==> config.mk <==
export PLATFORM = sky130hd
export DESIGN_NAME = audio_byte_sample_decoder
export DESIGN_NICKNAME = d
export VERILOG_FILES = /design/src/rtl/core/absd_pkg.sv /design/src/rtl/core/audio_byte_sample_decoder.sv /design/src/rtl/core/absd_front.sv /design/src/rtl/core/absd_queue.sv /design/src/rtl/core/absd_back.sv
export SDC_FILE = /design/constraint.sdc
export NUM_CORES = 1
export LEC_CHECK = 0
export BUFFER_PORTS_ARGS = -buffer_cell sky130_fd_sc_hd__buf_4
export CORE_MARGIN = 5
export CORE_UTILIZATION = 35
export DETAILED_ROUTE_END_ITERATION = 10
export GPL_TIMING_DRIVEN = 0
export PLACE_DENSITY = 0.53
export SETUP_SLACK_MARGIN = 0.2
export SLEW_MARGIN = 0
export SYNTH_ARGS = -nofsm -noshare
export SYNTH_HDL_FRONTEND = slang
export SYNTH_HIERARCHICAL = 1
export SYNTH_SLANG_ARGS = --single-unit
==> constraint.sdc <==
create_clock -name clk -period 22.4 [get_ports clk]
set_clock_uncertainty 0.1 [all_clocks]
set_input_delay 5.6 -clock clk [delete_from_list [all_inputs] [get_ports clk]]
set_output_delay 5.6 -clock clk [all_outputs]
set_load 0.01 [all_outputs]
==> src/rtl/core/absd_pkg.sv <==
`timescale 1ns / 1ps
// ----------------------------------------------------------------------------
// absd_pkg
// Shared types, codes and tables for the audio byte sample decoder.
// ----------------------------------------------------------------------------
package absd_pkg;

  // configuration register map (word index)
  localparam int unsigned CFG_ADDR_W        = 3;
  localparam int unsigned CFG_DATA_W        = 32;
  localparam logic [0:0]  REG_CODEC_MODE    = 1'b0;

  // codec_mode register codes
  localparam logic [1:0] MODE_PCM8   = 2'd0;
  localparam logic [1:0] MODE_PDM1   = 2'd1;
  localparam logic [1:0] MODE_ADPCM4 = 2'd2;

  localparam logic [6:0] STEP_MAX = 7'd88;

  typedef enum logic [1:0] {
    KIND_PCM,
    KIND_PDM,
    KIND_ADPCM
  } absd_kind_t;

  // one classified word waiting for the back end
  typedef struct packed {
    absd_kind_t  kind;
    logic [7:0]  data;
    logic        restart;
  } absd_entry_t;

  // IMA step table; position 88 and beyond read 32767
  function automatic logic [14:0] step_lookup(input logic [6:0] pos);
    logic [14:0] s;
    unique case (pos)
      7'd0:  s = 15'd7;     7'd1:  s = 15'd8;     7'd2:  s = 15'd9;
      7'd3:  s = 15'd10;    7'd4:  s = 15'd11;    7'd5:  s = 15'd12;
      7'd6:  s = 15'd13;    7'd7:  s = 15'd14;    7'd8:  s = 15'd16;
      7'd9:  s = 15'd17;    7'd10: s = 15'd19;    7'd11: s = 15'd21;
      7'd12: s = 15'd23;    7'd13: s = 15'd25;    7'd14: s = 15'd28;
      7'd15: s = 15'd31;    7'd16: s = 15'd34;    7'd17: s = 15'd37;
      7'd18: s = 15'd41;    7'd19: s = 15'd45;    7'd20: s = 15'd50;
      7'd21: s = 15'd55;    7'd22: s = 15'd60;    7'd23: s = 15'd66;
      7'd24: s = 15'd73;    7'd25: s = 15'd80;    7'd26: s = 15'd88;
      7'd27: s = 15'd97;    7'd28: s = 15'd107;   7'd29: s = 15'd118;
      7'd30: s = 15'd130;   7'd31: s = 15'd143;   7'd32: s = 15'd157;
      7'd33: s = 15'd173;   7'd34: s = 15'd190;   7'd35: s = 15'd209;
      7'd36: s = 15'd230;   7'd37: s = 15'd253;   7'd38: s = 15'd279;
      7'd39: s = 15'd307;   7'd40: s = 15'd337;   7'd41: s = 15'd371;
      7'd42: s = 15'd408;   7'd43: s = 15'd449;   7'd44: s = 15'd494;
      7'd45: s = 15'd544;   7'd46: s = 15'd598;   7'd47: s = 15'd658;
      7'd48: s = 15'd724;   7'd49: s = 15'd796;   7'd50: s = 15'd876;
      7'd51: s = 15'd963;   7'd52: s = 15'd1060;  7'd53: s = 15'd1166;
      7'd54: s = 15'd1282;  7'd55: s = 15'd1411;  7'd56: s = 15'd1552;
      7'd57: s = 15'd1707;  7'd58: s = 15'd1878;  7'd59: s = 15'd2066;
      7'd60: s = 15'd2272;  7'd61: s = 15'd2499;  7'd62: s = 15'd2749;
      7'd63: s = 15'd3024;  7'd64: s = 15'd3327;  7'd65: s = 15'd3660;
      7'd66: s = 15'd4026;  7'd67: s = 15'd4428;  7'd68: s = 15'd4871;
      7'd69: s = 15'd5358;  7'd70: s = 15'd5894;  7'd71: s = 15'd6484;
      7'd72: s = 15'd7132;  7'd73: s = 15'd7845;  7'd74: s = 15'd8630;
      7'd75: s = 15'd9493;  7'd76: s = 15'd10442; 7'd77: s = 15'd11487;
      7'd78: s = 15'd12635; 7'd79: s = 15'd13899; 7'd80: s = 15'd15289;
      7'd81: s = 15'd16818; 7'd82: s = 15'd18500; 7'd83: s = 15'd20350;
      7'd84: s = 15'd22385; 7'd85: s = 15'd24623; 7'd86: s = 15'd27086;
      7'd87: s = 15'd29794;
      default: s = 15'd32767;
    endcase
    return s;
  endfunction

  // step index adaptation from the three magnitude bits
  function automatic logic signed [4:0] adapt_lookup(input logic [2:0] mag);
    logic signed [4:0] a;
    unique case (mag)
      3'd4:    a = 5'sd2;
      3'd5:    a = 5'sd4;
      3'd6:    a = 5'sd6;
      3'd7:    a = 5'sd8;
      default: a = -5'sd1;
    endcase
    return a;
  endfunction

endpackage

==> src/rtl/core/audio_byte_sample_decoder.sv <==
`timescale 1ns / 1ps
// ----------------------------------------------------------------------------
// audio_byte_sample_decoder
// Turns encoded audio bytes into duty levels for PCM8, PDM1 or IMA ADPCM4.
// ----------------------------------------------------------------------------
// Usage:
//   cfg_*  APB-style port; codec_mode sits at byte address 0 (bits 1:0).
//          Write it only while the decoder is idle.
//   in_*   valid/ready; one encoded byte per word plus a restart flag that
//          clears the ADPCM predictor and step index before the byte.
//   out_*  valid/ready; one level per word, out_last marks the final
//          level of each input byte.
// Throughput: one sample per cycle while out_ready holds; PCM8 gives
//   one sample per byte, ADPCM4 two and PDM1 eight.
// The first output word of a byte passes the queue write, then the
//   output register.
// A two-entry queue separates acceptance from decoding, so input keeps
// flowing while an output word waits; a stalled receiver holds the back
// end and, once the queue fills, in_ready drops.
// Reset clears codec_mode to PCM8, the predictor and step index to zero,
// and empties the queue and output register.
// ----------------------------------------------------------------------------
module audio_byte_sample_decoder (
  input  logic                             clk,
  input  logic                             rst_n,
  input  logic                             cfg_psel,
  input  logic                             cfg_penable,
  input  logic                             cfg_pwrite,
  input  logic [absd_pkg::CFG_ADDR_W-1:0]  cfg_paddr,
  input  logic [absd_pkg::CFG_DATA_W-1:0]  cfg_pwdata,
  output logic [absd_pkg::CFG_DATA_W-1:0]  cfg_prdata,
  output logic                             cfg_pready,
  input  logic                             in_valid,
  output logic                             in_ready,
  input  logic [7:0]                       in_data_byte,
  input  logic                             in_restart,
  output logic                             out_valid,
  input  logic                             out_ready,
  output logic [7:0]                       out_level,
  output logic                             out_last
);

  logic                  q_full;
  logic                  q_push;
  logic                  q_pop;
  logic                  q_valid;
  absd_pkg::absd_entry_t q_wr_entry;
  absd_pkg::absd_entry_t q_rd_entry;

  absd_front u_front (
    .clk         (clk),
    .rst_n       (rst_n),
    .cfg_psel    (cfg_psel),
    .cfg_penable (cfg_penable),
    .cfg_pwrite  (cfg_pwrite),
    .cfg_paddr   (cfg_paddr),
    .cfg_pwdata  (cfg_pwdata),
    .cfg_prdata  (cfg_prdata),
    .cfg_pready  (cfg_pready),
    .in_valid    (in_valid),
    .in_ready    (in_ready),
    .in_data_byte(in_data_byte),
    .in_restart  (in_restart),
    .q_full      (q_full),
    .q_push      (q_push),
    .q_wr_entry  (q_wr_entry)
  );

  absd_queue u_queue (
    .clk     (clk),
    .rst_n   (rst_n),
    .push    (q_push),
    .wr_entry(q_wr_entry),
    .full    (q_full),
    .pop     (q_pop),
    .rd_valid(q_valid),
    .rd_entry(q_rd_entry)
  );

  absd_back u_back (
    .clk      (clk),
    .rst_n    (rst_n),
    .q_valid  (q_valid),
    .q_entry  (q_rd_entry),
    .q_pop    (q_pop),
    .out_valid(out_valid),
    .out_ready(out_ready),
    .out_level(out_level),
    .out_last (out_last)
  );

endmodule

==> src/rtl/core/absd_front.sv <==
`timescale 1ns / 1ps
// ----------------------------------------------------------------------------
// absd_front
// Holds the codec_mode register, accepts input words and tags each with
// the codec that will decode it before it enters the queue.
// ----------------------------------------------------------------------------
module absd_front (
  input  logic                                clk,
  input  logic                                rst_n,
  input  logic                                cfg_psel,
  input  logic                                cfg_penable,
  input  logic                                cfg_pwrite,
  input  logic [absd_pkg::CFG_ADDR_W-1:0]     cfg_paddr,
  input  logic [absd_pkg::CFG_DATA_W-1:0]     cfg_pwdata,
  output logic [absd_pkg::CFG_DATA_W-1:0]     cfg_prdata,
  output logic                                cfg_pready,
  input  logic                                in_valid,
  output logic                                in_ready,
  input  logic [7:0]                          in_data_byte,
  input  logic                                in_restart,
  input  logic                                q_full,
  output logic                                q_push,
  output absd_pkg::absd_entry_t               q_wr_entry
);

  localparam int unsigned CFG_ADDR_HI = absd_pkg::CFG_ADDR_W - 1;

  logic [1:0]           codec_mode_r;
  logic [1:0]           codec_mode_nxt;
  logic                 reg_sel;
  absd_pkg::absd_kind_t kind;

  assign cfg_pready = 1'b1;
  assign reg_sel    = (cfg_paddr[CFG_ADDR_HI:2] == absd_pkg::REG_CODEC_MODE);

  always_comb begin
    codec_mode_nxt = codec_mode_r;
    if (cfg_psel && cfg_penable && cfg_pwrite && cfg_pready && reg_sel) begin
      codec_mode_nxt = cfg_pwdata[1:0];
    end
  end

  always_comb begin
    cfg_prdata = '0;
    if (reg_sel) begin
      cfg_prdata = {{(absd_pkg::CFG_DATA_W-2){1'b0}}, codec_mode_r};
    end
  end

  always_ff @(posedge clk) begin
    if (!rst_n) begin
      codec_mode_r <= absd_pkg::MODE_PCM8;
    end else begin
      codec_mode_r <= codec_mode_nxt;
    end
  end

  // unused mode code decodes as PDM
  always_comb begin
    unique case (codec_mode_r)
      absd_pkg::MODE_PCM8:   kind = absd_pkg::KIND_PCM;
      absd_pkg::MODE_ADPCM4: kind = absd_pkg::KIND_ADPCM;
      default:               kind = absd_pkg::KIND_PDM;
    endcase
  end

  assign in_ready           = ~q_full;
  assign q_push             = in_valid & ~q_full;
  assign q_wr_entry.kind    = kind;
  assign q_wr_entry.data    = in_data_byte;
  assign q_wr_entry.restart = in_restart;

endmodule

==> src/rtl/core/absd_queue.sv <==
`timescale 1ns / 1ps
// ----------------------------------------------------------------------------
// absd_queue
// Two-entry queue of classified words between front and back end.
// ----------------------------------------------------------------------------
module absd_queue (
  input  logic                   clk,
  input  logic                   rst_n,
  input  logic                   push,
  input  absd_pkg::absd_entry_t  wr_entry,
  output logic                   full,
  input  logic                   pop,
  output logic                   rd_valid,
  output absd_pkg::absd_entry_t  rd_entry
);

  absd_pkg::absd_entry_t slot_r [2];
  logic                  wr_ptr_r;
  logic                  wr_ptr_nxt;
  logic                  rd_ptr_r;
  logic                  rd_ptr_nxt;
  logic [1:0]            count_r;
  logic [1:0]            count_nxt;

  assign full     = (count_r == 2'd2);
  assign rd_valid = (count_r != 2'd0);
  assign rd_entry = slot_r[rd_ptr_r];

  always_comb begin
    wr_ptr_nxt = wr_ptr_r;
    rd_ptr_nxt = rd_ptr_r;
    count_nxt  = count_r;
    if (push) begin
      wr_ptr_nxt = ~wr_ptr_r;
    end
    if (pop) begin
      rd_ptr_nxt = ~rd_ptr_r;
    end
    case ({push, pop})
      2'b10:   count_nxt = count_r + 2'd1;
      2'b01:   count_nxt = count_r - 2'd1;
      default: count_nxt = count_r;
    endcase
  end

  always_ff @(posedge clk) begin
    if (!rst_n) begin
      wr_ptr_r <= 1'b0;
      rd_ptr_r <= 1'b0;
      count_r  <= 2'd0;
    end else begin
      wr_ptr_r <= wr_ptr_nxt;
      rd_ptr_r <= rd_ptr_nxt;
      count_r  <= count_nxt;
    end
  end

  always_ff @(posedge clk) begin
    if (push) begin
      slot_r[wr_ptr_r] <= wr_entry;
    end
  end

endmodule

==> src/rtl/core/absd_back.sv <==
`timescale 1ns / 1ps
// ----------------------------------------------------------------------------
// absd_back
// Expands each queued word into its samples, one per cycle unless the
// output stalls, runs the ADPCM predictor and drives the registered output.
// ----------------------------------------------------------------------------
module absd_back (
  input  logic                   clk,
  input  logic                   rst_n,
  input  logic                   q_valid,
  input  absd_pkg::absd_entry_t  q_entry,
  output logic                   q_pop,
  output logic                   out_valid,
  input  logic                   out_ready,
  output logic [7:0]             out_level,
  output logic                   out_last
);

  logic                  busy_r, busy_nxt;
  absd_pkg::absd_entry_t entry_r, entry_nxt;
  logic [2:0]            cnt_r, cnt_nxt;
  logic signed [15:0]    pred_r, pred_nxt;
  logic [6:0]            pos_r, pos_nxt;
  logic                  out_valid_r, out_valid_nxt;
  logic [7:0]            out_level_r, out_level_nxt;
  logic                  out_last_r, out_last_nxt;

  absd_pkg::absd_entry_t cur;
  logic                  cur_valid;
  logic [2:0]            cur_cnt;
  logic                  adv;
  logic                  fire;
  logic                  clr;
  logic signed [15:0]    pred_eff;
  logic [6:0]            pos_eff;
  logic [3:0]            nib;
  logic [14:0]           step;
  logic [16:0]           diff;
  logic signed [17:0]    sum;
  logic signed [15:0]    pred_sat;
  logic signed [8:0]     pos_sum;
  logic [6:0]            pos_new;
  logic                  is_last;
  logic [7:0]            level;

  always_comb begin
    cur       = busy_r ? entry_r : q_entry;
    cur_valid = busy_r | q_valid;
    cur_cnt   = busy_r ? cnt_r : 3'd0;
    adv       = ~out_valid_r | out_ready;
    fire      = adv & cur_valid;
    clr       = cur.restart & ~busy_r;
    pred_eff  = clr ? 16'sd0 : pred_r;
    pos_eff   = clr ? 7'd0 : pos_r;
  end

  // one ADPCM nibble: low nibble first, then high
  always_comb begin
    nib  = cur_cnt[0] ? cur.data[7:4] : cur.data[3:0];
    step = absd_pkg::step_lookup(pos_eff);
    diff = 17'(step >> 3)
         + (nib[0] ? 17'(step >> 2) : 17'd0)
         + (nib[1] ? 17'(step >> 1) : 17'd0)
         + (nib[2] ? 17'(step)      : 17'd0);
    if (nib[3]) begin
      sum = 18'(pred_eff) - $signed({1'b0, diff});
    end else begin
      sum = 18'(pred_eff) + $signed({1'b0, diff});
    end
    if (sum > 18'sd32767) begin
      pred_sat = 16'sh7fff;
    end else if (sum < -18'sd32768) begin
      pred_sat = 16'sh8000;
    end else begin
      pred_sat = sum[15:0];
    end
    pos_sum = $signed({2'b00, pos_eff}) + 9'(absd_pkg::adapt_lookup(nib[2:0]));
    if (pos_sum < 9'sd0) begin
      pos_new = 7'd0;
    end else if (pos_sum > $signed({2'b00, absd_pkg::STEP_MAX})) begin
      pos_new = absd_pkg::STEP_MAX;
    end else begin
      pos_new = pos_sum[6:0];
    end
  end

  always_comb begin
    unique case (cur.kind)
      absd_pkg::KIND_PCM: begin
        is_last = 1'b1;
        level   = cur.data;
      end
      absd_pkg::KIND_ADPCM: begin
        is_last = (cur_cnt == 3'd1);
        // (p + 32768) >> 8
        level   = {~pred_sat[15], pred_sat[14:8]};
      end
      default: begin
        is_last = (cur_cnt == 3'd7);
        level   = {7'd0, cur.data[~cur_cnt]};
      end
    endcase
  end

  always_comb begin
    busy_nxt      = busy_r;
    entry_nxt     = entry_r;
    cnt_nxt       = cnt_r;
    pred_nxt      = pred_r;
    pos_nxt       = pos_r;
    out_valid_nxt = out_valid_r;
    out_level_nxt = out_level_r;
    out_last_nxt  = out_last_r;
    if (fire) begin
      out_valid_nxt = 1'b1;
      out_level_nxt = level;
      out_last_nxt  = is_last;
      busy_nxt      = ~is_last;
      entry_nxt     = cur;
      cnt_nxt       = cur_cnt + 3'd1;
      pred_nxt      = pred_eff;
      pos_nxt       = pos_eff;
      if (cur.kind == absd_pkg::KIND_ADPCM) begin
        pred_nxt = pred_sat;
        pos_nxt  = pos_new;
      end
    end else if (out_ready) begin
      out_valid_nxt = 1'b0;
    end
  end

  assign q_pop     = fire & ~busy_r;
  assign out_valid = out_valid_r;
  assign out_level = out_level_r;
  assign out_last  = out_last_r;

  always_ff @(posedge clk) begin
    if (!rst_n) begin
      busy_r      <= 1'b0;
      out_valid_r <= 1'b0;
      pred_r      <= 16'sd0;
      pos_r       <= 7'd0;
    end else begin
      busy_r      <= busy_nxt;
      out_valid_r <= out_valid_nxt;
      pred_r      <= pred_nxt;
      pos_r       <= pos_nxt;
    end
  end

  always_ff @(posedge clk) begin
    entry_r     <= entry_nxt;
    cnt_r       <= cnt_nxt;
    out_level_r <= out_level_nxt;
    out_last_r  <= out_last_nxt;
  end

  a_pos_in_table: assert property (@(posedge clk) disable iff (!rst_n)
    pos_r <= absd_pkg::STEP_MAX)
    else $error("step index left the table");

  a_pcm_single: assert property (@(posedge clk) disable iff (!rst_n)
    busy_r |-> (entry_r.kind != absd_pkg::KIND_PCM))
    else $error("PCM word held over more than one cycle");

  a_cnt_hold: assert property (@(posedge clk) disable iff (!rst_n)
    (busy_r && !adv) |=> (busy_r && $stable(cnt_r) && $stable(pred_r)))
    else $error("sample position moved during output stall");

  a_no_pop_busy: assert property (@(posedge clk) disable iff (!rst_n)
    busy_r |-> !q_pop)
    else $error("queue popped while a word is still expanding");

  a_last_ends: assert property (@(posedge clk) disable iff (!rst_n)
    (fire && is_last) |=> !busy_r)
    else $error("word still busy after its final sample");

endmodule
**Word level (Yosys, flattened, before mapping)**

Memory sizes are Yosys's and may differ from the RTL's. A register that Yosys moved wholly into a read port is not among the register bits.
Cells that the tools add are included.

- Register bits after elaboration: 54
- Latch bits: 0
- Memory bits (writable): 22
- ROM bits: 1920
- Bits of input ports: 51
- Output and inout port bits: 44
- Logic and storage cells: 93
- Memories: 2

- $add $sub $neg: 9
- Multipliers: 0
- Divide/modulo/power cells: 0
- $lt $le $gt $ge: 5
- Equality and inequality tests: 11
- Shift-type cells: 0
- Muxes and demuxes: 29
- Bitwise operators: 15
- Reductions and logical operators: 8

Memory list:

| name | words | bits a word | rd ports | clocked after memory_dff | wr ports | line | text |
|---|---|---|---|---|---|---|---|
| (name not given) | 128 | 15 | 1 | 0 | 0 | absd_pkg.sv:36 | `unique case (pos)` |
| u_queue.slot_r | 2 | 11 | 1 | 1 | 1 | absd_queue.sv:17 | `absd_pkg::absd_entry_t slot_r [2];` |

Operators with widths:

| kind | number |
|---|---|
| 16-bit 2-to-1 mux | 4 |
| 17-bit adder | 2 |
| 7-bit 2-to-1 mux | 4 |
| 5-bit case mux with 4 select lines | 1 |
| 16-bit by 18-bit adder with 18-bit output | 1 |
| 18-bit by 16-bit > comparator with 1-bit output, second input constant | 1 |
| 18-bit by 16-bit < comparator with 1-bit output, second input constant | 1 |
| 18-bit 2-to-1 mux | 1 |
| 16-bit by 18-bit subtractor with 18-bit output | 1 |
| 12-bit by 17-bit adder with 17-bit output | 1 |
| 8-bit case mux with 2 select lines | 1 |
| 3-bit equality test, second input constant | 5 |
| 15-bit 2-to-1 mux | 1 |
| 14-bit 2-to-1 mux | 1 |
| 13-bit 2-to-1 mux | 1 |
| 11-bit 2-to-1 mux | 1 |
| 8-bit by 5-bit adder with 9-bit output | 1 |
| 9-bit by 8-bit > comparator with 1-bit output, second input constant | 1 |
| 9-bit by 1-bit < comparator with 1-bit output, second input constant | 1 |
| 2-bit equality test, second input constant | 4 |
| 1-bit inverter | 8 |
| 2-bit case mux with 2 select lines | 2 |
| 1-bit 2-to-1 mux | 7 |
| 2-bit nonzero test | 3 |
| 16 further kinds | 23 |

**Depth between registers and ports, before layout**

An unclocked memory read counts as a cell.

- Depth after elaboration: 15
- Depth in mapped cells: 47
- Depth with buffers taken out: 44

**Modules after synthesis**

The synthesis kept the hierarchy.

By module, submodules not included:

| module | instances | cells each | area an instance (um2) | seq. area each (um2) |
|---|---|---|---|---|
| absd_back | 1 | 986 | 7280.7 | 1161.1 |
| absd_queue | 1 | 56 | 1008.5 | 760.7 |
| absd_front | 1 | 57 | 434.2 | 40.0 |

**Least setup slack after synthesis**

OpenSTA, ideal clock, no wires.

- Kind: input -> output
- Start: in cfg_paddr[2] in the netlist's numbering
- End: out cfg_prdata[0] in the netlist's numbering
- Arrival time: 5812 ps
- Data required time: 16700 ps
- Path slack: 10888 ps
- Stages on the path: 1
- Path buffers: 0
- Path through: and2b_2

- Longest elaborated chain between the ends: 1

RTL lines:

| element | line | text |
|---|---|---|
| start: declaration | audio_byte_sample_decoder.sv:29 | `input logic [absd_pkg::CFG_ADDR_W-1:0] cfg_paddr,` |
| 2-bit 2-to-1 mux | absd_front.sv:45 | `if (reg_sel) begin` |
| end: declaration | audio_byte_sample_decoder.sv:31 | `output logic [absd_pkg::CFG_DATA_W-1:0] cfg_prdata,` |

Every way passes these cells.

**Worst setup path in the final report**

- Start: reg u_back.busy_r
- End: reg u_back.pred_r[3]

- Longest elaborated chain between the ends: 14
- Elaborated cells between the ends (all ways): 25
- Those cells by class: add/sub (5); order compare (2); eq/ne (1); mux (12); bitwise (4); memory (1)

RTL lines:

| element | line | text |
|---|---|---|
| start: declaration | absd_back.sv:19 | `logic busy_r, busy_nxt;` |
| start signal: assignment | absd_back.sv:144 | `busy_r <= busy_nxt;` |
| 11-bit 2-to-1 mux / 1-bit inverter (equally long branches) | absd_back.sv:47, absd_back.sv:52 |  |
| 1-bit bitwise AND | absd_back.sv:52 | `clr = cur.restart & ~busy_r;` |
| 7-bit 2-to-1 mux | absd_back.sv:54 | `pos_eff = clr ? 7'd0 : pos_r;` |
| memory 128 x 15 bit | - |  |
| 13-bit 2-to-1 mux | absd_back.sv:62 | `+ (nib[0] ? 17'(step >> 2) : 17'd0)` |
| 12-bit by 17-bit adder with 17-bit output | absd_back.sv:62 |  |
| 17-bit adder | absd_back.sv:63 | `+ (nib[1] ? 17'(step >> 1) : 17'd0)` |
| 17-bit adder | absd_back.sv:64 | `+ (nib[2] ? 17'(step) : 17'd0);` |
| 16-bit by 18-bit adder with 18-bit output / 16-bit by 18-bit subtractor with 18-bit output (equally long branches) | absd_back.sv:68, absd_back.sv:66 |  |
| 18-bit 2-to-1 mux | absd_back.sv:65 | `if (nib[3]) begin` |
| 18-bit by 16-bit < comparator with 1-bit output | absd_back.sv:72 | `end else if (sum < -18'sd32768) begin` |
| 16-bit 2-to-1 mux | absd_back.sv:72 |  |
| 16-bit 2-to-1 mux | absd_back.sv:70 | `if (sum > 18'sd32767) begin` |
| 16-bit 2-to-1 mux | absd_back.sv:123 | `if (cur.kind == absd_pkg::KIND_ADPCM) begin` |
| end signal: assignment | absd_back.sv:146 | `pred_r <= pred_nxt;` |
| end: declaration | absd_back.sv:22 | `logic signed [15:0] pred_r, pred_nxt;` |

Parallel ways exist; a longest one is shown, timed or not.
A chain may end at the register's enable or synchronous reset.

==> key figures <==
Die
  • Site row count: 57
  • Core ar.: 24500 um^2
  • Starting Density: 35.7%
  • Die area: 28200 um^2
  • Die width: 168 um
  • Ports: 95
  • Die outline height: 168 um

Yosys
  • Post-Syn Instances: 1099
  • Post-synthesis cell area: 8720 um^2
  • Synth cell types: 82
  • Synth cell count leaders: 105 x nor2_1, 100 x nand2_1, 88 x a21oi_1
  • #FFs+latches synth: 76
  • Synth Area per Inst: 7.94 um^2
  • Area share of the largest cell type after synthesis: 15.1%
  • Ys async rst share: 0%
  • Top flip-flop cell by instance count after synthesis: edfxtp_1
  • Number of synthesis warnings: 6
  • Area contributors post-synth: edfxtp_1 15%, ha_1 9.5%, dfxtp_1 7.3%, a21oi_1 5.0%, nor2_1 4.5%
  • Top-count cell post-synth: nor2_1
  • Number of flops mapped to enable cells by yosys: 44
  • Sequential fraction of the synthesis area: 22.5%
  • Leading area contributor after synthesis: edfxtp_1

Placement
  • Worst slack at placement: 10.68 ns
  • Buffers on Ports: 22
  • Final GP Congestion: 0.965
  • Hpwl dp: 20.1 mm

Routing
  • Pre-antenna DRT Iters: 6
  • WL per Instance: 17.1 um
  • Via/cell ratio: 5.43
  • Overall routed net length: 25.6 mm
  • Drt drc: 0
  • DR iter-0 viols: 809
  • Detail Route Antenna Nets: 0
  • Via Count: 8091

Layout
  • # diodes: 0
  • Reg area: 1960 um^2
  • Share of cells above drive strength 1: 10.8%
  • Area growth, synth to finish: 11.1%
  • Multi-input logic area: 6070 um^2
  • Nets: 1296
  • Filler instances: 2584

Global route
  • Global route overflow: 0
  • First-pass GRT wire length: 40.8 mm
  • Antenna violations before repair: 0
  • Vias in the first global route: 7658
  • GRT Util Overall: 17.6%
  • Largest net degree at the start of global routing: 31

Critical path
  • Crit path launch type: register
  • Worst path required time: 22.49 ns
  • CP max FO: 10
  • Most used cell along the critical path: a21oi_1
  • CP max stage cell: nor2_1
  • CP startpoint: u_back/busy_r
  • CP endpoint kind: register
  • CP max stage delay: 0.86 ns
  • Worst R2R Setup Slack: 10.61 ns
  • Worst Path Arrival: 11.88 ns
  • Reg2reg start: u_back/busy_r
  • CP Class: register to register

Timing
  • Worst-Margin Slew: 1.07 ns
  • Period Utilization, post-route: 52.6%
  • Final setup margin: 10.61 ns
  • Final critical-path required period: 11.79 ns
  • Final Slew Violations: 0
  • RSZ-0062 raised after global routing: no
  • Fin Setup TNS: 0 ns
  • Slew headroom: 28.5%
  • Setup violations, final: 0
  • Fin. Hold Viols: 0
  • Max Fclk: 0.0848 GHz

CTS
  • Clk buf depth: 2
  • Clock root cell: clkbuf_16
  • CTS tree: done
  • Total CTS buffers: 9
  • Worst-Skew Late Latency: 0.33 ns
  • Clk pin slew, worst setup/hold paths: 0.06 ns
  • H-tree depth: 3
  • Setup Buffers After CTS: 0
  • Cts repair resizes: 0
  • Cts hold-fix bufs: 0
  • Clk sinks: 76

Worst hold path
  • Min-delay src: u_back/pred_r[6]
  • Type of the most critical hold path: register to register

Run
  • Max-Cap Viols: 0

Run status
  • Status: finished, final reports clean
==> sequential cells by signal, indices dropped and copies added, names as in the netlist, named ones only <==
name	flops
u_back/cnt_r	3
u_front/codec_mode_r	2
u_queue/wr_ptr_r	1
u_back/pos_r	7
u_queue/rd_ptr_r	1
u_queue/slot_r	22
u_back/out_last	1
u_back/out_level	8
u_back/pred_r	16
u_queue/count_r	2
u_back/busy_r	1
u_back/entry_r	10
u_back/out_valid	1
==> per-stage QoR <==
stage	std cells	instance area, um^2	hold slack (ns)	utilization (%)
floorplan	1128	8830	0.317	-
global placement	1474	9400	0.326	38.4
detailed placement	1474	9400	0.338	38.4
CTS	1490	9690	0.359	39.6
global route	1490	9690	0.389	39.6
finish	1490	9690	0.363	39.6
==> worst max-delay path: cells and delay by family (launching register included) <==
family,cells,cell delay (ns)
compound gates,17,4.30
simple gates,11,2.84
fa+ha+maj,6,2.15
buf+inv,4,1.32
xor+xnor,3,0.59
flops,1,0.31
==> layer usage <==
metal  part of all wire [%]  up-vias  GRT usage, %
met4                    2.8        0          5.08
met3                    5.3       56          1.95
met1                     46     3777          24.1
met5                      0        -             0
li1                       -     3980             -
met2                     46      278          29.5
==> logic make-up (layout without fill, tap and decap cells) <==
kind of cell | after synthesis | count (layout) | synth area share [%]
multiplexers | 39 | 39 | 5.11
flip-flops | 76 | 76 | 22.5
AO/OA/AOI/OAI | 329 | 329 | 24.6
other | 2 | 31 | 0.0861
adder cells (fa/ha/maj) | 84 | 84 | 13.6
buffers and inverters | 171 | 209 | 9.22
XOR/XNOR | 58 | 58 | 5.91
AND/OR/NAND/NOR | 340 | 340 | 18.9
==> cell usage in the layout, fill, tap and decap left out, types with 6 or more instances in the layout <==
master	synthesis	final
nor2_1	105	105
nand2_1	100	100
a21oi_1	88	88
inv_1	76	76
o21ai_0	69	69
ha_1	66	66
buf_4	40	62
edfxtp_1	44	44
clkbuf_1	39	40
xnor2_1	35	35
dfxtp_1	32	32
conb_1	2	31
nand3_1	27	27
and2_1	26	26
o211ai_1	24	24
xor2_1	22	22
mux2i_1	18	18
fa_1	18	18
mux2_2	17	17
nor2b_1	16	16
a211oi_1	16	16
o21bai_1	15	15
nand2b_1	12	12
a21o_1	12	12
o31ai_1	12	12
clkbuf_16	0	10
o21a_1	10	10
nor3_1	10	10
buf_1	9	9
o221ai_1	9	9
a31oi_1	8	8
or2_2	7	7
a22oi_1	7	7
a221o_1	7	7
a311oi_1	6	6
==> cell type report <==
type	instances	area share (%)
multi-input cells	881	62.6
flip-flops and latches	76	20.2
plain buffers	93	5.28
well taps	324	4.18
inverters	78	3.02
clock buffers	11	2.62
repair buffers	22	1.70
clock inverters	5	0.336
==> worst paths after layout <==
path / endpoint / depth (start not counted)
min reg2reg: u_back/pred_r[6] / 2
min: u_back/pred_r[6] / 2
max reg2reg: u_back/pred_r[3] / 41
max: u_back/pred_r[3] / 41
Power is not shown: default switching activity piles up to over one toggle a cycle in this logic, so the estimate is an artifact.
